$ cat src/sv/mcsf_pkg.sv
`timescale 1ns / 1ps

package mcsf_pkg;

    localparam int MAX_RADIUS = 15;
    localparam int MAX_SPANS  = 48;
    localparam int MAX_ITER   = MAX_SPANS / 4;

    localparam int CENTRE_W = 12;
    localparam int RADIUS_W = 4;
    localparam int COLOUR_W = 24;
    localparam int COORD_W  = 13;
    localparam int X_W      = 6;
    localparam int D_W      = 8;
    localparam int ITER_W   = $clog2(MAX_ITER);
    localparam int STEP_W   = 3;

    typedef logic [STEP_W-1:0] step_t;

    localparam step_t STEP_IDLE  = 3'd0;
    localparam step_t STEP_SPAN0 = 3'd1;
    localparam step_t STEP_SPAN1 = 3'd2;
    localparam step_t STEP_SPAN2 = 3'd3;
    localparam step_t STEP_SPAN3 = 3'd4;

    typedef enum logic [1:0] {
        COND_NEXT,
        COND_WAIT_IN,
        COND_LOOP
    } cond_t;

    typedef struct packed {
        logic       take;
        logic       emit;
        logic [1:0] span_sel;
        logic       calc_done;
        logic       commit;
        logic       last;
        cond_t      cond;
        step_t      target;
    } uword_t;

    typedef struct packed {
        logic       load;
        logic       fire;
        logic [1:0] span_sel;
        logic       calc_done;
        logic       commit;
        logic       last;
    } dp_ctrl_t;

    typedef struct packed {
        logic done;
    } dp_stat_t;

    function automatic uword_t ucode_rom(step_t step);
        uword_t w;
        w = '{take: 1'b0, emit: 1'b0, span_sel: 2'd0, calc_done: 1'b0, commit: 1'b0,
              last: 1'b0, cond: COND_NEXT, target: STEP_IDLE};
        unique case (step)
            STEP_IDLE:
            begin
                w.take = 1'b1;
                w.cond = COND_WAIT_IN;
            end
            STEP_SPAN0:
            begin
                w.emit     = 1'b1;
                w.span_sel = 2'd0;
            end
            STEP_SPAN1:
            begin
                w.emit     = 1'b1;
                w.span_sel = 2'd1;
            end
            STEP_SPAN2:
            begin
                w.emit      = 1'b1;
                w.span_sel  = 2'd2;
                w.calc_done = 1'b1;
            end
            STEP_SPAN3:
            begin
                w.emit     = 1'b1;
                w.span_sel = 2'd3;
                w.commit   = 1'b1;
                w.last     = 1'b1;
                w.cond     = COND_LOOP;
                w.target   = STEP_SPAN0;
            end
            default:
            begin
                w.cond = COND_NEXT;
            end
        endcase
        return w;
    endfunction

endpackage

$ cat src/sv/mcsf_datapath.sv
`timescale 1ns / 1ps

module mcsf_datapath
    import mcsf_pkg::*;
(
    input  logic                       clk,
    input  logic                       rst_n,
    input  dp_ctrl_t                   ctrl,
    input  logic signed [CENTRE_W-1:0] centre_x,
    input  logic signed [CENTRE_W-1:0] centre_y,
    input  logic        [RADIUS_W-1:0] radius,
    input  logic        [COLOUR_W-1:0] colour,
    output dp_stat_t                   stat,
    output logic signed [COORD_W-1:0]  span_row,
    output logic signed [COORD_W-1:0]  span_left,
    output logic signed [COORD_W-1:0]  span_right,
    output logic        [COLOUR_W-1:0] span_colour,
    output logic                       last_span
);

    logic signed [CENTRE_W-1:0] cx_reg, cy_reg;
    logic        [COLOUR_W-1:0] colour_reg;
    logic signed [X_W-1:0]      x_reg, y_reg;
    logic signed [D_W-1:0]      d_reg;
    logic        [ITER_W-1:0]   iter_reg;
    logic                       done_reg;

    logic signed [COORD_W-1:0]  row_reg, left_reg, right_reg;
    logic        [COLOUR_W-1:0] scol_reg;
    logic                       last_reg;

    logic        [RADIUS_W-1:0] r_sat;
    logic signed [X_W-1:0]      y_init;
    logic signed [D_W-1:0]      d_init;
    logic signed [X_W-1:0]      x_next, y_next, diff;
    logic signed [D_W-1:0]      d_next;
    logic                       done_next;

    logic signed [X_W-1:0]      row_off, col_off;
    logic signed [COORD_W-1:0]  row_ext, col_ext, cx_ext, cy_ext;
    logic signed [COORD_W-1:0]  row_val, left_val, right_val;

    always_comb
    begin
        r_sat  = (radius > RADIUS_W'(MAX_RADIUS)) ? RADIUS_W'(MAX_RADIUS) : radius;
        y_init = signed'({{(X_W-RADIUS_W){1'b0}}, r_sat});
        d_init = signed'(D_W'(1)) - signed'({{(D_W-RADIUS_W){1'b0}}, r_sat});

        // one walk step: advance x, drop y when the decision is not negative
        x_next = x_reg + signed'(X_W'(1));
        if (d_reg[D_W-1])
        begin
            y_next = y_reg;
            diff   = x_next;
        end
        else
        begin
            y_next = y_reg - signed'(X_W'(1));
            diff   = x_next - y_next;
        end
        d_next    = d_reg + signed'({{(D_W-X_W-1){diff[X_W-1]}}, diff, 1'b1});
        done_next = (y_next < x_next) || (iter_reg == ITER_W'(MAX_ITER - 1));

        // span forms: bit 1 swaps x and y, bit 0 mirrors the row
        row_off   = ctrl.span_sel[1] ? x_reg : y_reg;
        col_off   = ctrl.span_sel[1] ? y_reg : x_reg;
        row_ext   = signed'({{(COORD_W-X_W){row_off[X_W-1]}}, row_off});
        col_ext   = signed'({{(COORD_W-X_W){col_off[X_W-1]}}, col_off});
        cx_ext    = signed'({{(COORD_W-CENTRE_W){cx_reg[CENTRE_W-1]}}, cx_reg});
        cy_ext    = signed'({{(COORD_W-CENTRE_W){cy_reg[CENTRE_W-1]}}, cy_reg});
        row_val   = ctrl.span_sel[0] ? (cy_ext - row_ext) : (cy_ext + row_ext);
        left_val  = cx_ext - col_ext;
        right_val = cx_ext + col_ext;
    end

    always_ff @(posedge clk or negedge rst_n)
    begin
        if (!rst_n)
        begin
            iter_reg <= '0;
            done_reg <= 1'b0;
        end
        else if (ctrl.load)
        begin
            iter_reg <= '0;
            done_reg <= 1'b0;
        end
        else
        begin
            if (ctrl.calc_done && ctrl.fire)
            begin
                done_reg <= done_next;
            end
            if (ctrl.commit && ctrl.fire)
            begin
                iter_reg <= iter_reg + ITER_W'(1);
            end
        end
    end

    always_ff @(posedge clk)
    begin
        if (ctrl.load)
        begin
            cx_reg     <= centre_x;
            cy_reg     <= centre_y;
            colour_reg <= colour;
            x_reg      <= '0;
            y_reg      <= y_init;
            d_reg      <= d_init;
        end
        else if (ctrl.commit && ctrl.fire)
        begin
            x_reg <= x_next;
            y_reg <= y_next;
            d_reg <= d_next;
        end

        if (ctrl.fire)
        begin
            row_reg   <= row_val;
            left_reg  <= left_val;
            right_reg <= right_val;
            scol_reg  <= colour_reg;
            last_reg  <= ctrl.last & done_reg;
        end
    end

    assign stat.done   = done_reg;
    assign span_row    = row_reg;
    assign span_left   = left_reg;
    assign span_right  = right_reg;
    assign span_colour = scol_reg;
    assign last_span   = last_reg;

endmodule

$ cat src/sv/midpoint_circle_span_fill.sv
`timescale 1ns / 1ps
// Filled circle span generator.
// Input channel (in_valid / in_stall) takes one circle request: centre_x,
// centre_y, radius and colour. Output channel (out_valid / out_stall) gives
// the horizontal spans of the filled circle, four per step of the midpoint
// walk, each with the request colour; last_span marks the final one.
// A request of radius r gives 4 * (walk steps) spans, 44 at radius 15.
// Timing: a request is taken in the idle step, the first span is loaded in the
// step that follows and shows on the output in the cycle after; then one span
// per cycle while out_stall is low. The rate is set by the microcode
// sequencer: one control word per cycle while out_stall is low, one span per
// span step's control word, a single output register.
// in_stall is high from the cycle after a request is taken until the last
// span has been loaded into the output register.
// While out_stall is high and a span is waiting, the output register holds
// that span and the sequencer waits on its current span step.
// Reset clears the step counter and the output valid; a request in progress
// is dropped, and no new request is started by reset.

module midpoint_circle_span_fill
    import mcsf_pkg::*;
(
    input  logic                       clk,
    input  logic                       rst_n,
    input  logic                       in_valid,
    output logic                       in_stall,
    input  logic signed [CENTRE_W-1:0] centre_x,
    input  logic signed [CENTRE_W-1:0] centre_y,
    input  logic        [RADIUS_W-1:0] radius,
    input  logic        [COLOUR_W-1:0] colour,
    output logic                       out_valid,
    input  logic                       out_stall,
    output logic signed [COORD_W-1:0]  span_row,
    output logic signed [COORD_W-1:0]  span_left,
    output logic signed [COORD_W-1:0]  span_right,
    output logic        [COLOUR_W-1:0] span_colour,
    output logic                       last_span
);

    step_t    step_reg, step_next;
    logic     out_valid_reg, out_valid_next;
    uword_t   uw;
    dp_ctrl_t ctrl;
    dp_stat_t stat;
    logic     slot_free;
    logic     fire;

    assign uw        = ucode_rom(step_reg);
    assign slot_free = !out_valid_reg || !out_stall;
    assign fire      = uw.emit && slot_free;
    assign in_stall  = !uw.take;

    always_comb
    begin
        ctrl.load      = uw.take && in_valid;
        ctrl.fire      = fire;
        ctrl.span_sel  = uw.span_sel;
        ctrl.calc_done = uw.calc_done;
        ctrl.commit    = uw.commit;
        ctrl.last      = uw.last;

        step_next = step_reg;
        unique case (uw.cond)
            COND_WAIT_IN:
            begin
                if (in_valid)
                begin
                    step_next = step_reg + STEP_W'(1);
                end
            end
            COND_LOOP:
            begin
                if (fire)
                begin
                    step_next = stat.done ? STEP_IDLE : uw.target;
                end
            end
            default:
            begin
                if (!uw.emit || fire)
                begin
                    step_next = step_reg + STEP_W'(1);
                end
            end
        endcase

        if (fire)
        begin
            out_valid_next = 1'b1;
        end
        else if (!out_stall)
        begin
            out_valid_next = 1'b0;
        end
        else
        begin
            out_valid_next = out_valid_reg;
        end
    end

    always_ff @(posedge clk or negedge rst_n)
    begin
        if (!rst_n)
        begin
            step_reg      <= STEP_IDLE;
            out_valid_reg <= 1'b0;
        end
        else
        begin
            step_reg      <= step_next;
            out_valid_reg <= out_valid_next;
        end
    end

    assign out_valid = out_valid_reg;

    mcsf_datapath u_datapath (
        .clk         (clk),
        .rst_n       (rst_n),
        .ctrl        (ctrl),
        .centre_x    (centre_x),
        .centre_y    (centre_y),
        .radius      (radius),
        .colour      (colour),
        .stat        (stat),
        .span_row    (span_row),
        .span_left   (span_left),
        .span_right  (span_right),
        .span_colour (span_colour),
        .last_span   (last_span)
    );

endmodule

$ cat config.mk
export PLATFORM = sky130hd
export DESIGN_NAME = midpoint_circle_span_fill
export DESIGN_NICKNAME = d
export VERILOG_FILES = /design/src/sv/mcsf_pkg.sv /design/src/sv/mcsf_datapath.sv /design/src/sv/midpoint_circle_span_fill.sv
export SDC_FILE = /design/constraint.sdc
export NUM_CORES = 1
export LEC_CHECK = 0
export ABC_AREA = 1
export BUFFER_PORTS_ARGS = -buffer_cell sky130_fd_sc_hd__buf_2
export CORE_MARGIN = 1.5
export CORE_UTILIZATION = 50
export CTS_CLUSTER_DIAMETER = 100
export DETAILED_ROUTE_END_ITERATION = 6
export PLACE_DENSITY = 0.7
export SYNTH_ARGS = -nofsm -noshare
export SYNTH_HDL_FRONTEND = slang
export SYNTH_HIERARCHICAL = 1
export SYNTH_SLANG_ARGS = --single-unit
$ cat constraint.sdc
create_clock -name clk -period 16.8 [get_ports clk]
set_input_delay 0.84 -clock clk [delete_from_list [all_inputs] [get_ports clk]]
set_output_delay 0.84 -clock clk [all_outputs]
set_load 0.02 [all_outputs]
==> results of run 1 <==
## layer usage
metal	track usage (%)	share of wire, %	up-vias
met5	0	0	-
met4	7.71	1.7	0
met3	4.12	5.2	20
met2	35.7	49	162
met1	25.1	44	2623
li1	-	-	2756
## cell families after synthesis
logic type,after synthesis,synth area share (%)
flops,140,54.0
xor+xnor,44,5.10
buf+inv,104,5.42
compound gates,136,10.6
fa+ha+maj,67,11.6
simple gates,231,13.3
## through the flow
step | instances | instance area (sq um) | hold slack [ns] | worst slack [ns]
global route | 1048 | 8910 | 0.259 | 12.52
detailed placement | 1016 | 8340 | 0.406 | 12.86
CTS | 1048 | 8910 | 0.249 | 12.85
floorplan | 722 | 7550 | 0.400 | 11.56
finish | 1048 | 8910 | 0.265 | 12.86
global placement | 1016 | 8340 | 0.401 | 13.09
## cell usage after synthesis (6+ instances only)
cell type,number
sky130_fd_sc_hd__nand3_1,30
sky130_fd_sc_hd__inv_1,81
sky130_fd_sc_hd__ha_1,62
sky130_fd_sc_hd__xor2_1,38
sky130_fd_sc_hd__o22ai_1,6
sky130_fd_sc_hd__a21oi_1,44
sky130_fd_sc_hd__o21ai_1,8
sky130_fd_sc_hd__xnor2_1,6
sky130_fd_sc_hd__nand2_2,9
sky130_fd_sc_hd__inv_2,9
sky130_fd_sc_hd__nand4_1,6
sky130_fd_sc_hd__dfrtp_1,9
sky130_fd_sc_hd__nand2_1,127
sky130_fd_sc_hd__nor3_1,10
sky130_fd_sc_hd__buf_2,6
sky130_fd_sc_hd__edfxtp_1,123
sky130_fd_sc_hd__o21ai_0,48
sky130_fd_sc_hd__dfxtp_1,8
sky130_fd_sc_hd__o21ai_2,7
sky130_fd_sc_hd__nor2_1,37
## cell type report
type                    count  share of cell area, %
multi-input cells         478                   34.5
flip-flops and latches    140                   45.8
repair buffers            123                   6.97
inverters                  91                   3.83
well taps                 184                   2.58
clock buffers              18                   4.82
clock inverters            14                   1.53
## how the worst max path moves through the flow
stage / depth (start not counted) / slack [ns] / startpoint / end
CTS: 13 / 12.85 / step_reg[0] / u_datapath/span_right[9]
finish: 13 / 12.86 / step_reg[0] / u_datapath/span_right[9]
detailed placement: 13 / 12.86 / step_reg[0] / u_datapath/span_right[9]
floorplan: 10 / 11.56 / step_reg[0] / u_datapath/d_reg[0]
global route: 13 / 12.52 / step_reg[0] / u_datapath/span_right[9]
global placement: 13 / 13.09 / step_reg[0] / u_datapath/span_right[9]
## worst register-to-register path, cell delays in order (launching register included)
cell and delay, ns:
sky130_fd_sc_hd__dfrtp_1 0.39, sky130_fd_sc_hd__inv_1 0.09, sky130_fd_sc_hd__ha_1 0.27, sky130_fd_sc_hd__nand2_2 0.11, sky130_fd_sc_hd__inv_2 0.07, sky130_fd_sc_hd__or2_2 0.45, sky130_fd_sc_hd__o21ai_0 0.90, sky130_fd_sc_hd__inv_1 0.35
sky130_fd_sc_hd__ha_1 0.30, sky130_fd_sc_hd__a21oi_1 0.14, sky130_fd_sc_hd__o21ai_0 0.13, sky130_fd_sc_hd__a21oi_1 0.23, sky130_fd_sc_hd__o21bai_1 0.11, sky130_fd_sc_hd__xor2_1 0.15
==> flow_summary.toml, run 1 <==
[worst_setup_path]
crit_required_ns = 16.97
worstPathCellList = "inv_1 > ha_1 > nand2_2 > inv_2 > or2_2 > o21ai_0 > inv_1 > ha_1 > a21oi_1 > o21ai_0 > a21oi_1 > o21bai_1 > xor2_1"
cpLargestDelayFamily = "compound AO/OA/AOI/OAI gates"
worst-path-max-fanout = 24
critical_path.reg2reg.startpoint = "step_reg[0]"
worst-endpoint-arrival_ns = 4.10
reg2reg_to = "u_datapath/span_right[9]"
crit_path_end_kind = "register"
worst_path_max_delay_cell = "sky130_fd_sc_hd__o21ai_0"
critPathKind = "register to register"
startpoint_type = "register"
reg2regPathDepth = 13
cpPeakStageDelay_ns = 0.89
regToRegSetupSlack_ns = 12.86
cp_num_buf_inv = 3

[timing]
max_clock_freq_ghz = 0.254
timing.setup.tns_ns = 0
final_hold_viol_count = 0
worst_slew_pin_slew_ns = 1.06
unrepaired_setup_endpoints_after_global_routing = "false"
period_needed_ns = 3.94
timing.clock.skew_ns = 0.00698
setup_viol = 0
final_min_period_over_clock_period_pct = 23.5
maxSlewViolCount = 0
slew-limit-headroom_pct = 28.3

[global_routing]
grt_use_total_pct = 20.4
number_of_antenna_violations_at_the_first_check_in_global_routing = 0
grt_first_pass_wirelength_um = 25700
grt_overflow = 0
grt_pass1_vias = 5493
pin_count_of_the_biggest_net_entering_global_routing = 66

[yosys]
post_synth_main_area_contributors = "sky130_fd_sc_hd__edfxtp_1 (49%), sky130_fd_sc_hd__ha_1 (10%), sky130_fd_sc_hd__nand2_1 (6.3%), sky130_fd_sc_hd__xor2_1 (4.4%), sky130_fd_sc_hd__inv_1 (4.0%)"
synth_edf_count = 123
synthesis.area_sq_um = 7550
dominantRegCellSynth = "sky130_fd_sc_hd__edfxtp_1"
netlist_instances = 722
yosysTopAreaCellShare_pct = 48.9
synth_seq_area_share_pct = 54.0
synth.largest_area_cell = "sky130_fd_sc_hd__edfxtp_1"
synth.distinct_cells = 41
post_synthesis_async_set_or_reset_flop_share_pct = 6.43
synth_seq_cells = 140
syn_area_per_cell_sq_um = 10.5
number_of_warnings_issued_by_yosys = 6
syn_nets = 845

[clock_network]
clkSlewWorstSetupHoldPaths_ns = 0.06
clkLatencyLatePin_ns = 0.42
clock-root-buffer = "sky130_fd_sc_hd__clkbuf_16"
tritoncts = "built"
post-cts-setup-buffer-count = 0
cts_num_sinks = 140
postCtsResizedCells = 0
cts_hold_buffers = 0
cts_made_buffers = 17
htree_num_levels = 4
clk_path_buf_depth = 2

[final_layout]
area_growth_syn_to_layout_pct = 18.0
fillers = 1222
most_common_cell_after_layout_fill_and_taps_aside = "sky130_fd_sc_hd__nand2_1"
multi_input_area_sq_um = 3070
layout.core_utilization_pct = 60.8
layout_common_cells = "sky130_fd_sc_hd__nand2_1 (127), sky130_fd_sc_hd__edfxtp_1 (123), sky130_fd_sc_hd__buf_2 (121)"
drive_gt1_share_pct = 22.1
final_net_count = 974
layout.area.seq_sq_um = 4080
num_antenna_cells = 0

[drt]
antenna_left = 0
drt_pre_antenna_iters = 7
drtIter0Drc = 332
avgViaCountPerCell = 5.31
detail_route.wirelength_um = 15800
vias = 5561
avgRoutedWirePerCell_um = 15.1
route.detailed.drc = 16

[placement]
gpl.final_weighted_congestion = 0.901
port_buffers = 121
place_hpwl_um = 11800

[die]
io-pin-count = 122
rows = 44
design.die.area_sq_um = 15900
initial_core_util_pct = 51.6
floorplan.die.width_um = 126
core_area_sq_um = 14600
chipHeight_um = 126

[run_status]
status = "finished, violations left"
violations = "design-rule violations"

[worst_hold_path]
hp-class = "input pin to async pin"

[run]
maximum_capacitance_violations = 0
Power of run 1 is left out: the tool's default activity adds up to more than one toggle a clock period on the data nets, which glitch-free logic cannot reach.
==> run 2: changes to the inputs <==
clock period = 4.1 ns   (was 16.8 ns; I/O delays follow)
==> run 2 against run 1 <==
Compared with the run above:
- the run still ends with design-rule violations left
- worst setup slack worse by 12 ns
- cell area increased by 5.4%
- final cell count rose by 4.7%
- sequential share of layout area is 2.3 points lower
- clock-buffer cell count unchanged
- clock skew is 0.00082 ns higher
- maximum frequency rose by 6.1%
- critical path type unchanged
- highest routed layer unchanged
==> flow_summary.toml, run 2 (synthesis results as in run 1) <==
[run_status]
status = "finished, violations left"
violations = "design-rule violations"

[final_layout]
layout_common_cells = "sky130_fd_sc_hd__nand2_1 (127), sky130_fd_sc_hd__edfxtp_1 (123), sky130_fd_sc_hd__buf_2 (121)"
multi_input_area_sq_um = 3070
fillers = 1166
drive_gt1_share_pct = 20.9
area_growth_syn_to_layout_pct = 24.3
num_antenna_cells = 0
final_net_count = 1024
most_common_cell_after_layout_fill_and_taps_aside = "sky130_fd_sc_hd__nand2_1"
layout.area.seq_sq_um = 4080

[placement]
gpl.final_weighted_congestion = 0.886
place_hpwl_um = 11500
port_buffers = 121

[global_routing]
grt_first_pass_wirelength_um = 26700
pin_count_of_the_biggest_net_entering_global_routing = 65
number_of_antenna_violations_at_the_first_check_in_global_routing = 0
grt_use_total_pct = 21.3
grt_overflow = 0
grt_pass1_vias = 5678

[drt]
avgRoutedWirePerCell_um = 14.7
drt_pre_antenna_iters = 7
detail_route.wirelength_um = 16200
route.detailed.drc = 15
antenna_left = 0
avgViaCountPerCell = 5.23
vias = 5736
drtIter0Drc = 320

[timing]
setup_viol = 0
final_min_period_over_clock_period_pct = 90.6
unrepaired_setup_endpoints_after_global_routing = "false"
timing.clock.skew_ns = 0.00779
slew-limit-headroom_pct = 43.4
maxSlewViolCount = 0
final_hold_viol_count = 0
max_clock_freq_ghz = 0.269
period_needed_ns = 3.71
worst_slew_pin_slew_ns = 0.849
timing.setup.tns_ns = 0

[die]
core_area_sq_um = 14600
design.die.area_sq_um = 15900
chipHeight_um = 126
floorplan.die.width_um = 126
initial_core_util_pct = 51.6
io-pin-count = 122
rows = 44

[worst_hold_path]
worstHoldStart = "out_stall"
hp-class = "input pin to register"

[clock_network]
clock-root-buffer = "sky130_fd_sc_hd__clkbuf_16"
clkSlewWorstSetupHoldPaths_ns = 0.06
htree_num_levels = 4
cts_hold_buffers = 49
clk_path_buf_depth = 2
cts_num_sinks = 140
cts_made_buffers = 17
post-cts-setup-buffer-count = 0
clkLatencyLatePin_ns = 0.41
tritoncts = "built"
postCtsResizedCells = 0

[worst_setup_path]
critPathKind = "register to register"
startpoint_type = "register"
worst-endpoint-arrival_ns = 3.87
crit_path_end_kind = "register"
crit_required_ns = 4.25
critical_path.reg2reg.startpoint = "step_reg[0]"
crit_start = "step_reg[0]"
regToRegSetupSlack_ns = 0.39
worst-path-max-fanout = 24

[run]
maximum_capacitance_violations = 0
==> run 2: cell type report <==
type / count / area share (%)
Sequential cell: 140 / 43.4
Multi-Input combinational cell: 478 / 32.7
Timing Repair Buffer: 173 / 11.9
Clock buffer: 18 / 4.57
Inverter: 91 / 3.64
Tap cell: 184 / 2.45
Clock inverter: 13 / 1.28
==> run 2: critical path, cell delays in order, from the launching register on <==
cell,delay [ns]
sky130_fd_sc_hd__dfrtp_1,0.39
sky130_fd_sc_hd__inv_1,0.09
sky130_fd_sc_hd__ha_1,0.27
sky130_fd_sc_hd__nand2_2,0.12
sky130_fd_sc_hd__inv_2,0.07
sky130_fd_sc_hd__or2_2,0.45
sky130_fd_sc_hd__o21ai_2,0.30
sky130_fd_sc_hd__nand3_2,0.14
sky130_fd_sc_hd__o31ai_4,0.22
sky130_fd_sc_hd__nand2_1,0.09
sky130_fd_sc_hd__o21ai_0,0.15
sky130_fd_sc_hd__ha_1,0.36
sky130_fd_sc_hd__a21oi_1,0.16
sky130_fd_sc_hd__o21ai_0,0.12
sky130_fd_sc_hd__a21oi_1,0.22
sky130_fd_sc_hd__o21ai_0,0.13
sky130_fd_sc_hd__xor2_1,0.16
==> run 2: stage by stage <==
step | utilization, % | std cells | area [sq um] | setup slack (ns) | hold WS, ns
after floorplan | - | 722 | 7560 | 0.128 | -0.0906
after global placement | 57.0 | 1017 | 8350 | 0.567 | 0.0614
after detailed placement | 57.0 | 1017 | 8350 | 0.454 | 0.0701
after CTS | 64.1 | 1097 | 9390 | 0.438 | 0.0469
after global routing | 64.1 | 1097 | 9390 | 0.0789 | 0.0664
final | 64.1 | 1097 | 9390 | 0.387 | 0.0728
==> run 2: final timing paths <==
check                                             end  cells past startpoint
max                           u_datapath/span_row[10]                     16
min                                         out_valid                      3
max reg2reg                   u_datapath/span_row[10]                     16
min reg2reg                u_datapath/span_colour[17]                      0
max in group asynchronous      u_datapath/iter_reg[2]                      2
min in group asynchronous      u_datapath/iter_reg[1]                      2
==> run 2: routing by layer <==
metal	routed length [um]	vias up	global-route usage, %
met4	273	0	7.64
met1	7050	2663	26.4
met2	7950	188	36.7
li1	-	2865	-
met3	888	20	4.89
met5	0	-	0
Power of run 2 is left out for the same reason.
==> run 3: changes to the inputs <==
CTS_BUF_LIST = sky130_fd_sc_hd__clkbuf_2 sky130_fd_sc_hd__clkbuf_4 sky130_fd_sc_hd__clkbuf_8   (was unset)
==> run 3 against run 2 <==
Compared with the run above:
- the run still ends with design-rule violations left
- die area stayed put
- maximum frequency is 0.69% higher
- wire length is 1.2% lower
- via count is 0.70% lower
- first-iteration DRC count is 17% lower
- worst hold slack worse by 0.032 ns
- register-to-register slack better by 0.03 ns
- worst setup slack better by 0.026 ns
==> flow_summary.toml, run 3 (synthesis results as in run 1) <==
[run_status]
status = "finished, violations left"
violations = "design-rule violations"

[final_layout]
area_growth_syn_to_layout_pct = 21.8
final_net_count = 1024
fillers = 1204
most_common_cell_after_layout_fill_and_taps_aside = "sky130_fd_sc_hd__nand2_1"
layout_common_cells = "sky130_fd_sc_hd__nand2_1 (127), sky130_fd_sc_hd__edfxtp_1 (123), sky130_fd_sc_hd__buf_2 (121)"
num_antenna_cells = 0
post_layout_nonfiller_instances = 1097
drive_gt1_share_pct = 21.0

[drt]
drt_pre_antenna_iters = 7
drtIter0Drc = 266
avgViaCountPerCell = 5.19
route.detailed.drc = 15
detail_route.wirelength_um = 16000
antenna_left = 0
vias = 5696
avgRoutedWirePerCell_um = 14.6

[timing]
setup_viol = 0
unrepaired_setup_endpoints_after_global_routing = "false"
period_needed_ns = 3.69
timing.clock.skew_ns = 0.0112
timing.setup.tns_ns = 0
worst_slew_pin_slew_ns = 0.833
final_min_period_over_clock_period_pct = 89.9
maxSlewViolCount = 0
final_hold_viol_count = 0
max_clock_freq_ghz = 0.271
slew-limit-headroom_pct = 44.4

[worst_setup_path]
cpPeakStageDelay_ns = 0.45
crit_path_end_kind = "register"
worst-endpoint-arrival_ns = 3.88
timing.critical_path.mode_cell = "sky130_fd_sc_hd__o21ai_0"
worstPathCellList = "inv_1 > ha_1 > nand2_2 > inv_2 > or2_2 > o21ai_2 > nand3_2 > o31ai_4 > nand2_1 > o21ai_0 > ha_1 > a21oi_1 > o21ai_0 > a21oi_1 > o21ai_0 > xor2_1"
worst_path_max_delay_cell = "sky130_fd_sc_hd__or2_2"
worst-path-max-fanout = 24
reg2regPathDepth = 16
crit_required_ns = 4.29
critPathKind = "register to register"
startpoint_type = "register"

[clock_network]
post-cts-setup-buffer-count = 0
clkLatencyLatePin_ns = 0.44
clkSlewWorstSetupHoldPaths_ns = 0.08
cts_num_sinks = 140
clk_path_buf_depth = 2
postCtsResizedCells = 0
tritoncts = "built"
clock-root-buffer = "sky130_fd_sc_hd__clkbuf_8"
cts_hold_buffers = 49
cts_made_buffers = 17
htree_num_levels = 4

[global_routing]
grt_pass1_vias = 5690
number_of_antenna_violations_at_the_first_check_in_global_routing = 0
grt_overflow = 0
busiest_layer = "met2"
grt_use_total_pct = 21.1
global_route.usage.met3_pct = 4.84
grt_first_pass_wirelength_um = 26500
global_route_met2_utilization_pct = 36.5
grt_util_met1_pct = 26.0
pin_count_of_the_biggest_net_entering_global_routing = 65

[die]
rows = 44
chipHeight_um = 126
initial_core_util_pct = 51.6
io-pin-count = 122
core_area_sq_um = 14600
design.die.area_sq_um = 15900
floorplan.die.width_um = 126

[run]
maximum_capacitance_violations = 0

[placement]
gpl.final_weighted_congestion = 0.886
numPlacedInstances = 1017
port_buffers = 121
place_hpwl_um = 11500

[worst_hold_path]
hp-class = "input pin to register"
worstHoldPathCells = 3
-- run 3: cell types whose count changed in the layout (fill, tap and decap cells not counted) --
cell	change
sky130_fd_sc_hd__clkbuf_4	+1
sky130_fd_sc_hd__clkbuf_8	+17
sky130_fd_sc_hd__clkbuf_16	-17
sky130_fd_sc_hd__clkbuf_1	-1
-- run 3: through the flow --
step / hold slack (ns) / area (sq um) / worst slack [ns] / util [%]
final: 0.0413 / 9200 / 0.412 / 62.9
after global routing: 0.0298 / 9200 / 0.0827 / 62.9
after CTS: 0.00729 / 9200 / 0.437 / 62.9
after detailed placement: 0.0701 / 8350 / 0.454 / 57.0
after global placement: 0.0614 / 8350 / 0.567 / 57.0
after floorplan: -0.0906 / 7560 / 0.128 / -
-- run 3: path summary, 6_finish.rpt --
check,from,end,slack (ns)
worst max register to register,step_reg[0],u_datapath/span_row[10],0.41
min in group asynchronous,rst_n,step_reg[0],0.14
worst max-delay path,step_reg[0],u_datapath/span_row[10],0.41
max in group asynchronous,rst_n,u_datapath/stat,3.78
worst min-delay path,out_stall,out_valid,0.04
worst min register to register,u_datapath/colour_reg[17],u_datapath/span_colour[17],0.42
-- run 3: final cells by class --
cell class                 instances  area, sq um  area share [%]
timing repair buffer             173         1120            12.2
clock buffer                      18          241            2.62
multi-input combinational        478         3070            33.4
sequential                       140         4080            44.3
clock inverter                    13          120            1.31
inverter                          91          342            3.71
tap                              184          230            2.50
-- run 3: critical path: cells and delay by family (launching register included) --
kind / cells / cell delay [ns]
compound gates: 7 / 1.28
simple gates: 4 / 0.81
fa+ha+maj: 2 / 0.62
flops: 1 / 0.40
buf+inv: 2 / 0.16
xor+xnor: 1 / 0.15
-- run 3: routing by layer --
metal  vias to the layer above  part of all wire (%)  wire length, um
li1                       2859                     -                -
met1                      2631                    44             7040
met2                       181                    49             7790
met3                        25                   5.5              878
met4                         0                   1.7              270
met5                         -                     0                0
Power of run 3 is left out for the same reason.
